<file path="config.mk">
export PLATFORM = sky130hd
export DESIGN_NAME = priority_timeslice_scheduler_top
export DESIGN_NICKNAME = d
export VERILOG_FILES = /design/src/rtl/core/pts_pkg.sv /design/src/rtl/core/priority_timeslice_scheduler_top.sv
export SDC_FILE = /design/constraint.sdc
export NUM_CORES = 1
export LEC_CHECK = 0
export ABC_CLOCK_PERIOD_IN_PS = 11300
export BUFFER_PORTS_ARGS = -buffer_cell sky130_fd_sc_hd__buf_2
export CAP_MARGIN = 40
export CORE_MARGIN = 10
export CORE_UTILIZATION = 60
export DETAILED_ROUTE_END_ITERATION = 10
export PLACE_DENSITY = 0.77
export SYNTH_ARGS = -nofsm -noshare
export SYNTH_HDL_FRONTEND = slang
export SYNTH_SLANG_ARGS = --single-unit
</file>
<file path="constraint.sdc">
create_clock -name clk -period 11.3 [get_ports clk]
set_input_delay 0.565 -clock clk [delete_from_list [all_inputs] [get_ports clk]]
set_output_delay 0.565 -clock clk [all_outputs]
set_load 0.05 [all_outputs]
</file>
<file path="src/rtl/core/pts_pkg.sv">
package pts_pkg;

  localparam int unsigned TASK_SLOTS = 16;
  localparam int unsigned IDX_W      = $clog2(TASK_SLOTS);
  localparam int unsigned SLOT_W     = 4;
  localparam int unsigned PRIO_W     = 8;
  localparam int unsigned SLICE_W    = 8;
  localparam int unsigned CNT_W      = 9;

  localparam logic FUNC_TICK = 1'b0;
  localparam logic FUNC_LOAD = 1'b1;

  typedef struct packed {
    logic              func;
    logic [SLOT_W-1:0] slot;
    logic [PRIO_W-1:0] prio;
    logic [SLICE_W-1:0] slice;
    logic              runnable;
  } pts_in_t;

  typedef struct packed {
    logic [SLOT_W-1:0] current_slot;
    logic              switched;
    logic [CNT_W-1:0]  current_count;
    logic              refilled;
  } pts_out_t;

  // One task table entry as it is kept in the memory.
  typedef struct packed {
    logic              running;
    logic [PRIO_W-1:0] prio;
    logic [CNT_W-1:0]  count;
  } pts_entry_t;

endpackage

</file>
<file path="src/rtl/core/priority_timeslice_scheduler_top.sv">
// Load item: busy through write, read back current task and report; the result
// strobe follows in the next cycle, when a new item can already be accepted.
// Tick item: the current counter is read and decremented when a task runs and it stays nonzero;
// otherwise a scan of slots TASK_SLOTS-1 down to 1 follows, and a refill pass if all counters are spent.
// One item at a time; the memory's single read port and the slot-by-slot pass set this.
// Results are a one-cycle strobe on out_valid; the receiver cannot stall.
// Synchronous active-low reset clears the valid bits, so the whole table reads as zero.
module priority_timeslice_scheduler_top (
  input  logic              clk,
  input  logic              rst_n,
  input  logic              start,
  output logic              busy,
  input  pts_pkg::pts_in_t  in_item,
  output logic              out_valid,
  output pts_pkg::pts_out_t out_result
);

  localparam logic [3:0] ST_IDLE        = 4'd0;
  localparam logic [3:0] ST_LOAD        = 4'd1;
  localparam logic [3:0] ST_RPT_RD      = 4'd2;
  localparam logic [3:0] ST_RPT         = 4'd3;
  localparam logic [3:0] ST_CUR_RD      = 4'd4;
  localparam logic [3:0] ST_DEC         = 4'd5;
  localparam logic [3:0] ST_SCAN        = 4'd6;
  localparam logic [3:0] ST_SCAN_LAST   = 4'd7;
  localparam logic [3:0] ST_REFILL      = 4'd8;
  localparam logic [3:0] ST_REFILL_LAST = 4'd9;

  localparam int unsigned IW = pts_pkg::IDX_W;
  localparam int unsigned CW = pts_pkg::CNT_W;

  logic [3:0]              state_r;
  pts_pkg::pts_in_t        item_r;
  logic [IW-1:0]           cur_r;
  logic [IW-1:0]           idx_r;
  logic [IW-1:0]           rd_idx_r;
  logic                    cmp_en_r;
  logic                    found_r;
  logic [CW-1:0]           best_r;
  logic [IW-1:0]           pick_r;
  logic                    refill_r;
  logic                    out_valid_r;
  pts_pkg::pts_out_t       out_r;

  // Task table memory with a valid bit per entry; an unwritten entry reads as zero.
  pts_pkg::pts_entry_t     mem [pts_pkg::TASK_SLOTS];
  logic [pts_pkg::TASK_SLOTS-1:0] valid_r;
  pts_pkg::pts_entry_t     rdata_r;
  logic                    rd_ok_r;

  logic [IW-1:0]           rd_addr;
  logic                    we;
  logic [IW-1:0]           waddr;
  pts_pkg::pts_entry_t     wdata;
  pts_pkg::pts_entry_t     rd_ent;
  logic                    refill_mode;
  logic [CW-1:0]           new_cnt;
  logic [CW-1:0]           cand;
  logic [CW-1:0]           dec_cnt;
  logic                    found_nxt;
  logic [CW-1:0]           best_nxt;
  logic [IW-1:0]           pick_nxt;
  logic [IW-1:0]           fin_slot;
  logic [CW-1:0]           fin_cnt;
  logic                    load_in_range;
  logic                    need_refill;
  logic                    found_clr;
  logic                    res_fire;

  assign busy       = (state_r != ST_IDLE);
  assign out_valid  = out_valid_r;
  assign out_result = out_r;

  always_comb begin
    rd_ent      = rd_ok_r ? rdata_r : '0;
    refill_mode = (state_r == ST_REFILL) || (state_r == ST_REFILL_LAST);
    new_cnt     = (rd_ent.count >> 1) + CW'(rd_ent.prio);
    cand        = refill_mode ? new_cnt : rd_ent.count;
    dec_cnt     = (rd_ent.count != '0) ? rd_ent.count - CW'(1) : '0;

    // Running maximum; a strictly larger counter wins, so ties keep the higher slot.
    found_nxt = found_r;
    best_nxt  = best_r;
    pick_nxt  = pick_r;
    if (cmp_en_r && rd_ent.running && (!found_r || cand > best_r)) begin
      found_nxt = 1'b1;
      best_nxt  = cand;
      pick_nxt  = rd_idx_r;
    end
    fin_slot = found_nxt ? pick_nxt : '0;
    fin_cnt  = found_nxt ? best_nxt : '0;

    need_refill = found_nxt && (best_nxt == '0);
    found_clr   = ((state_r == ST_IDLE) && start) ||
                  ((state_r == ST_SCAN_LAST) && need_refill);
    res_fire    = (state_r == ST_RPT) ||
                  ((state_r == ST_DEC) && (dec_cnt != '0)) ||
                  ((state_r == ST_SCAN_LAST) && !need_refill) ||
                  (state_r == ST_REFILL_LAST);

    load_in_range = 32'(item_r.slot) < 32'(pts_pkg::TASK_SLOTS);
    rd_addr = ((state_r == ST_CUR_RD) || (state_r == ST_RPT_RD)) ? cur_r : idx_r;

    we    = 1'b0;
    waddr = rd_idx_r;
    wdata = rd_ent;
    unique case (state_r)
      ST_LOAD: begin
        we            = load_in_range;
        waddr         = IW'(item_r.slot);
        wdata.running = item_r.runnable;
        wdata.prio    = item_r.prio;
        wdata.count   = CW'(item_r.slice);
      end
      ST_DEC: begin
        we          = 1'b1;
        waddr       = cur_r;
        wdata.count = dec_cnt;
      end
      ST_REFILL, ST_REFILL_LAST: begin
        we          = cmp_en_r;
        wdata.count = new_cnt;
      end
      default: begin
        we = 1'b0;
      end
    endcase
  end

  always_ff @(posedge clk) begin
    if (we) begin
      mem[waddr] <= wdata;
    end
    rdata_r <= mem[rd_addr];
  end

  always_ff @(posedge clk) begin
    if (!rst_n) begin
      state_r     <= ST_IDLE;
      cur_r       <= '0;
      valid_r     <= '0;
      rd_ok_r     <= 1'b0;
      cmp_en_r    <= 1'b0;
      found_r     <= 1'b0;
      out_valid_r <= 1'b0;
    end else begin
      rd_ok_r     <= valid_r[rd_addr];
      if (we) begin
        valid_r[waddr] <= 1'b1;
      end
      cmp_en_r    <= (state_r == ST_SCAN) || (state_r == ST_REFILL);
      rd_idx_r    <= idx_r;
      found_r     <= found_clr ? 1'b0 : found_nxt;
      best_r      <= best_nxt;
      pick_r      <= pick_nxt;
      out_valid_r <= res_fire;

      unique case (state_r)
        ST_IDLE: begin
          if (start) begin
            item_r   <= in_item;
            refill_r <= 1'b0;
            idx_r    <= IW'(pts_pkg::TASK_SLOTS - 1);
            if (in_item.func == pts_pkg::FUNC_LOAD) begin
              state_r <= ST_LOAD;
            end else if (cur_r == '0) begin
              state_r <= ST_SCAN;
            end else begin
              state_r <= ST_CUR_RD;
            end
          end
        end
        ST_LOAD: begin
          state_r <= ST_RPT_RD;
        end
        ST_RPT_RD: begin
          state_r <= ST_RPT;
        end
        ST_RPT: begin
          out_r.current_slot   <= pts_pkg::SLOT_W'(cur_r);
          out_r.switched       <= 1'b0;
          out_r.current_count  <= (cur_r == '0) ? '0 : rd_ent.count;
          out_r.refilled       <= 1'b0;
          state_r              <= ST_IDLE;
        end
        ST_CUR_RD: begin
          state_r <= ST_DEC;
        end
        ST_DEC: begin
          if (dec_cnt != '0) begin
            out_r.current_slot  <= pts_pkg::SLOT_W'(cur_r);
            out_r.switched      <= 1'b0;
            out_r.current_count <= dec_cnt;
            out_r.refilled      <= 1'b0;
            state_r             <= ST_IDLE;
          end else begin
            state_r <= ST_SCAN;
          end
        end
        ST_SCAN, ST_REFILL: begin
          idx_r <= idx_r - IW'(1);
          if (idx_r == IW'(1)) begin
            state_r <= (state_r == ST_SCAN) ? ST_SCAN_LAST : ST_REFILL_LAST;
          end
        end
        ST_SCAN_LAST: begin
          if (need_refill) begin
            // Every running counter is spent: recompute all counters and rescan
            // in the same pass.
            refill_r <= 1'b1;
            idx_r    <= IW'(pts_pkg::TASK_SLOTS - 1);
            state_r  <= ST_REFILL;
          end else begin
            cur_r               <= fin_slot;
            out_r.current_slot  <= pts_pkg::SLOT_W'(fin_slot);
            out_r.switched      <= (fin_slot != cur_r);
            out_r.current_count <= fin_cnt;
            out_r.refilled      <= refill_r;
            state_r             <= ST_IDLE;
          end
        end
        ST_REFILL_LAST: begin
          cur_r               <= fin_slot;
          out_r.current_slot  <= pts_pkg::SLOT_W'(fin_slot);
          out_r.switched      <= (fin_slot != cur_r);
          out_r.current_count <= fin_cnt;
          out_r.refilled      <= refill_r;
          state_r             <= ST_IDLE;
        end
        default: begin
          state_r <= ST_IDLE;
        end
      endcase
    end
  end

endmodule

</file>
==> results of run 1 <==
cell usage after synthesis, types with 3 or more instances:
cell        n
clkbuf_1   29
nor3_1      6
o21bai_1    3
xor2_1      5
o21ai_0    28
buf_2      12
a21o_1     10
nor4_1      4
nand4_1     3
buf_1       7
a22oi_1     4
edfxtp_1  346
xnor2_1    13
inv_1      25
o211ai_1    6
nand3_1    17
o21a_1     21
a211oi_1   19
and3_1     10
and2_1     29
buf_4       7
nor2b_1     4
nand2_1   110
ha_1       18
a31oi_1    26
mux4_2     76
nand2b_1    5
a21oi_1    18
o21ai_1     4
nor2_1     50
o31ai_1     5
dfxtp_1    46
mux2i_1    16
mux2_2     11
registers in the layout, summed over array words and instances, names as in the netlist, 4 cells and up:
signal      flops
best_r          9
cur_r           4
idx_r           4
item_r         21
mem           288
out_result     15
pick_r          4
rd_idx_r        4
rdata_r        18
state_r         4
valid_r        16
path summary, 6_finish.rpt:
path	startpoint	to	slack, ns	cells past startpoint
min	in_item[9]	item_r[9]	0.21	1
min reg2reg	valid_r[8]	valid_r[8]	0.46	1
max	rd_ok_r	out_result[7]	5.57	18
max reg2reg	rd_ok_r	out_result[7]	5.57	18
per-layer routing:
metal / GRT usage / routed length [µm] / vias to the layer above
met4: 0.0782 / 1480 / 0
li1: - / - / 4225
met1: 0.289 / 14800 / 4814
met5: 0 / 0 / -
met3: 0.0406 / 3350 / 102
met2: 0.363 / 19100 / 495
cell usage in the layout (no fill, tap or decap), types with 5 or more instances in the layout:
cell,count
dfxtp_1,46
a21o_1,10
clkinv_1,11
ha_1,18
mux2i_4,6
o211ai_1,6
nand2_1,110
and2_1,29
xnor2_1,13
edfxtp_1,346
o21ai_0,28
nand2b_1,5
nor2_1,34
nor3_1,5
buf_4,26
mux2i_1,12
clkinv_2,7
a211oi_1,19
mux2_2,11
o31ai_1,5
a31oi_1,26
a21oi_1,18
nand3_1,17
buf_2,41
o21a_1,21
nor2_2,7
and3_1,10
xor2_1,5
mux4_2,76
clkbuf_16,40
inv_1,25
nor2_4,9
power groups by stage:
stage / Combinational [mW] / Clock, mW / Sequential, mW
2_1_floorplan: 1.26 / 0 / 1.91
6_report: 1.72 / 1.29 / 1.92
3_3_place_gp: 1.62 / 0 / 1.95
3_5_place_dp: 1.70 / 0 / 1.95
4_1_cts: 1.72 / 1.31 / 1.92
5_1_grt: 1.85 / 1.37 / 1.93
cells by family (layout without fill, tap and decap cells):
kind of cell,Yosys count,after routing,share of synthesized area
flip-flops,392,392,0.680
multiplexers,107,107,0.124
buffers and inverters,82,168,0.0219
adder cells (fa/ha/maj),20,20,0.0149
AO/OA/AOI/OAI,180,180,0.0780
XOR/XNOR,19,19,0.0105
AND/OR/NAND/NOR,251,251,0.0708
metrics by stage:
stage           util  worst slack [ns]
2_1_floorplan      -              5.83
3_3_place_gp   0.640              5.71
3_5_place_dp   0.644              5.61
4_1_cts        0.692              5.58
5_1_grt        0.692              5.21
6_report       0.692              5.57
area by class of cell:
cell class	instances	area, µm²	area share
clock inverter	27	246	0.0131
inverter	25	93.8	0.00501
tap	372	465	0.0248
multi-input combinational	577	5110	0.273
clock buffer	46	1040	0.0557
timing repair buffer	70	475	0.0254
sequential	392	11300	0.603
==> metrics list, run 1 <==
- Clock-pin slew was measured on the worst setup and hold paths at 0.06 ns.
- Die X: 187 µm
- The final-report hold violation count was 0.
- Sequential power share: 0.389
- Relative contribution of the clock network to total power: 0.262
- Maximum number of pins on one net before global-route repair: 48
- Counting the fill cells in the layout gives approximately 1.8k.
- The first routing iteration left 1095 violations.
- In the final layout, the share of cells above drive strength 1 is 0.230.
* Cells after Synth: around 1.1k
* Worst hold slack: 0.213 ns
- The mapped netlist covers 16600 µm².
- After routing the design area is 18700 µm².
* Most frequent cell on the critical path: ha_1
* Detailed Routing Iterations Pass 1: 5
* Delay-heaviest family, CP: compound AO/OA/AOI/OAI gates
- Synthesis warning total: 0
- The design draws 4.94 mW.
- The H-tree was split into 2 levels.
- Placed cell count: 1436
- Switching part of the total: 0.332
- Gates resized during post-CTS repair numbered 0.
* Post-layout minimum cycle time: 5.73 ns
- For this run, the total global-route usage over all layers was measured as 0.220.
* Via Count: 9636
- The number of clock buffers added by TritonCTS is 40.
* Post-synthesis sequential area ratio: 0.680
- For this run, design rule violations remaining after detail routing come to 0.
- The cell sitting at the root of the clock tree is a clkbuf_16.
- Half-perimeter wire length after placement: ~23000 µm
- Leakage power figure: 6.35 nW
- The initial utilization of the core area, before any placement, comes to 0.614.
* Crit end category: flop
- Post-detailed-routing wire length: 38800 µm
* CP required: 11.49 ns
- On the final layout, the worst clock skew is 0.0157 ns.
- Num ports: 42
* Hold-fix buffers, CTS: 0
* Critical path peak fanout: 41
- Clock tree from TritonCTS: built
- Count of flip-flops with a built-in enable after synthesis: between 300 and 400
- The initialized floorplan defines 60 standard-cell rows.
- Area of the die: 34800 µm²
- Sink Count: 392
- Cell with the largest stage delay on the worst path: o22ai_2
- Unrepaired setup endpoints after global routing: false
- Number of global-route vias before repair: 9801
* Switching power: 1.64 mW
* Total of buffers placed on input and output ports: just over 40
* Instance area after placement: between 15000 and 20000 µm²
- After synthesis the netlist holds a flip-flop and latch count of 392.
- Vertical extent of the die: 187 µm
- Congestion Overflow GR: 0
* Period utilization: 0.507
* Post-synthesis average cell area: about 16 µm²
- Worst-skew pair later-pin latency: ~0.53 ns
- The number of buffers and inverters on the critical path is 2.
- Summed over all failing endpoints, the final setup total negative slack is 0 ns.
- The worst setup path is launched from a flop.
- By area the synthesized netlist is led by edfxtp_1 (62%), mux4_2 (10%), dfxtp_1 (5.5%).
* Top_reg_cell synth: edfxtp_1
- 0 antenna diodes ended up in the layout.
* Class of the tightest hold or removal check: in2reg
- For this run, asynchronously set or reset flops after synthesis account for 0.
- The area growth from synthesis to layout is 12.7%.
- The critical path is of the reg2reg type.
- When the netlist entered floorplanning its net count stood at 1094.
- Vias per std cell: 6.39
- Walking the worst path, the cells encountered are buf_4, nand2_1, inv_1, ha_1, ha_1, a21oi_2, o41a_1, xnor2_1, mux2_2, ha_1, nand4_1, nor2_1, a311o_1, o22ai_2, mux2i_4, nand3_2, or4b_4, and3_1.
- In the final routed layout, each cell accounts on average for around 26 µm.
* Number of standard cells in the layout, taps in and fillers out: around 1.5k
* Worst-case headroom to the max-slew limit: 0.387
* Wire length of the first global-routing pass: 59200 µm
- Yosys mapped the design onto 77 distinct sky130hd cell types.
- Routability-driven placement finished with a final weighted congestion of 0.937.
- The initial antenna violation count was 0.
* Transition at the pin with the smallest max-transition slack: between 0.9 and 1 ns
- Status: finished clean
- Share of Yosys cell area claimed by the top area cell type: 0.624
- Of the total power, combinational logic draws 0.349.
- Pwr dens: 264 nW/µm²
- Post-CTS Setup Repair Bufs: 0
- At the worst endpoint, the arrival time is 5.92 ns.
* Number of nets in the finished design: 1149
- Max-cap violations: 0
* Int Power: 3.30 mW
- Count of final setup violators: 0
- In this run the remaining antenna-violating nets after routing total 0.
* Number of pins exceeding their max-slew limit in the final report: 0
- For this run, the top clock speed supported by timing is 175 MHz.
- Area inside the core boundary: 27100 µm²
- The clock passes through at most 3 buffers.
- VDD sags by at most 191 µV.
* Leading area contributor after synthesis: edfxtp_1
* Worst path max stage delay: 0.69 ns
Power figures use the tool's default switching activity.
==> run 2, diff against run 1 <==
Settings changed: ABC_CLOCK_PERIOD_IN_PS 11300 to 5370.
Clock period 11.3 ns to 5.37 ns, I/O delays scaled along.
==> run 2 against run 1 <==
Critical path depth is the same. Fmax increased by 13%. Combinational power grew 120%. Clock power grew 120%. Clock skew grew 0.0031 ns. Critical endpoint unchanged. Highest routed layer unchanged.
==> metrics list, run 2 (synthesis results as in run 1) <==
- Status: finished clean
* Total power of the final layout: around 11 mW
- Overall track demand over capacity in global routing: 0.225
- At the pin with the least slew margin, the transition time is 0.919 ns.
* Commonest non-fill, non-tap cell in the layout: edfxtp_1
- Across the run, the number of max-cap violations was 0.
- For this run, the detailed router's first-pass iteration total came to 5.
* Critical path peak fanout: 15
- Commonest cells after routing, fill and taps aside: edfxtp_1 (346), nand2_1 (110), mux4_2 (76)
* Num ports: 42
* Starting Density: 0.614
* Clock Tree Buf Depth: 3
- Together, buffers and inverters on the worst path number 2.
* Startpoint-to-endpoint class of the critical path: reg2reg
* Largest registers: mem (288), item_r (21), rdata_r (18)
- The first global-routing pass estimated 60700 µm of wire.
- Dividing the final minimum period by the clock period gives 0.940.
- Summed over all layers, the routed wires come to ~40000 µm.
- In the routed layout, each cell is associated on average with a via count of 6.40.
* Weighted congestion reported at the end of routability-driven placement: 0.917
- The most numerous cell type found on the critical path is ha_1.
* Class of the tightest hold or removal check: in2reg
- 0 antenna diodes ended up in the layout.
- Grouping stages by cell kind, the critical path spends the most delay in compound AO/OA/AOI/OAI gates.
* Number of pins exceeding their max-slew limit in the final report: 0
- Headroom to the max-slew limit came out at 0.386.
- The core region is 27100 µm².
- Clock-pin slew was measured on the worst setup and hold paths at approximately 0.070 ns.
- On the final layout, the worst hold slack is 0.115 ns.
- Sink Count: between 300 and 400
- Number of nets in the finished design: 1184
- In the routed design, unresolved DRC markers number 0.
- Half-perimeter wire length after placement: 23600 µm
- Initial DRC Count: 1205
- Post-CTS Setup Repair Bufs: 0
* Worst path max stage delay: ~0.59 ns
* Final hold violations: 0
* CP required: between 5 and 6 ns
* Maximum level of the CTS H-tree: 2
* Maximum number of pins on one net before global-route repair: 77
- Total of buffers placed on input and output ports: 41
- Setup violations remaining at the end of the flow were counted as 0.
- Summed over all cells, the static leakage comes to 6.53 nW.
- Compared with the post-synthesis result, the final layout area differs by 15.0%.
* Number of global-route vias before repair: 10.1k
* Via Count: 9868
- Pwr dens: ~550 nW/µm²
- Subtracting the final worst setup slack from the clock period gives 5.05 ns.
- Number of core rows: 60
* Die X: 187 µm
* Maximum clock frequency: 198 MHz
- mem holds more flip-flops than any other register.
- Count of antenna-violating nets left after detailed routing: 0
- Root buffer cell: clkbuf_16
- Largest clock skew in the final design: about 0.019 ns
- The register with the most flip-flops in the layout has 288 of them.
- Leaving out filler cells and counting taps, the final layout contains 1543.
- The die is 187 µm tall.
- Total clock buffers created by CTS: 40
- For the worst setup path, the data arrival time is 5.30 ns.
- Counting tap cells, the placed design contains a total of 1450 instances.
- The signal on the critical path passes through nand2_1, inv_1, ha_1, ha_1, a21oi_2, o41ai_1, a21oi_1, o22ai_1, ha_1, nand4_1, nor2_1, a311o_1, o22ai_4, buf_4, nand2_1, o32a_1, or4b_4, and3_2.
- Cell with the largest stage delay on the worst path: or4b_4
* Worst ir drop on vdd: 433 µV
- The worst setup path is captured at a flop.
- Worst-skew pair later-pin latency: approximately 0.54 ns
- Area of the die: about 35000 µm²
* Congestion Overflow GR: 0
* Clock tree from TritonCTS: built
* Unrepaired setup endpoints after global routing: false
- CP startpoint kind: flop
* Antenna violations before repair: 0
- For the final routed database, the setup TNS stands at 0 ns.
- Average detailed-routed wire length per instance: 25.7 µm
- Layout cells sized above 1: 0.237
[run 2: changes by cell type in the layout (fill, tap and decap cells not counted), sizes merged]
cell	before	now
dlygate4sd3	0	21
buf	70	84
clkinv	20	9
clkbuf	46	53
inv	27	29
clkinvlp	1	2
[run 2: repair_timing]
| action | 4_1_cts | 5_1_grt |
|---|---|---|
| hold buffers | 21 | 0 |
| gates resized for setup | 0 | 3 |
| setup endpoints to repair | 0 | 10 |
| hold endpoints to repair | 21 | 0 |
[run 2: stage by stage]
stage | utilization | cell area [µm²] | setup WS, ns
final | 0.706 | 19100 | 0.320
after global placement | 0.646 | 17500 | 0.306
after detailed placement | 0.649 | 17600 | 0.167
after CTS | 0.705 | 19100 | 0.193
after global routing | 0.706 | 19100 | 0.0679
after floorplan | - | 16600 | 0.00000488
[run 2: layout make-up]
cell class / instances / area [µm²]
clock buffers: 53 / 1080
clock inverters: 19 / 234
repair buffers: 105 / 821
multi-input cells: 577 / 5130
well taps: 372 / 465
inverters: 25 / 93.8
fillers: 1697 / 7970
flip-flops and latches: 392 / 11300
[run 2: where the power goes]
group	total, mW	switching (mW)	internal (mW)
Clock	2.78	1.15	1.63
Combinational	3.82	2.20	1.61
Sequential	4.02	0.167	3.85
[run 2: final timing paths]
check | from | to | slack [ns] | depth (start not counted)
worst max-delay path | rd_ok_r | out_result[7] | 0.32 | 18
worst min-delay path | in_item[21] | state_r[0] | 0.12 | 5
worst min register to register | valid_r[0] | valid_r[0] | 0.47 | 1
worst max register to register | rd_ok_r | out_result[7] | 0.32 | 18
[run 2: worst register-to-register path, cell delays in order, from the launching register on]
cell	delay, ns
dfxtp_1	0.48
nand2_1	0.11
inv_1	0.10
ha_1	0.19
ha_1	0.19
a21oi_2	0.06
o41ai_1	0.50
a21oi_1	0.16
o22ai_1	0.30
ha_1	0.31
nand4_1	0.10
nor2_1	0.06
a311o_1	0.41
o22ai_4	0.32
buf_4	0.24
nand2_1	0.08
o32a_1	0.19
or4b_4	0.59
and3_2	0.35
[run 2: routing by layer]
metal,track usage,routed length (µm),up-vias,share of wire
met5,0,0,-,0
li1,-,-,4296,-
met1,0.295,14900,4938,0.38
met2,0.371,19600,543,0.50
met4,0.0837,1330,0,0.033
met3,0.0385,3730,91,0.094
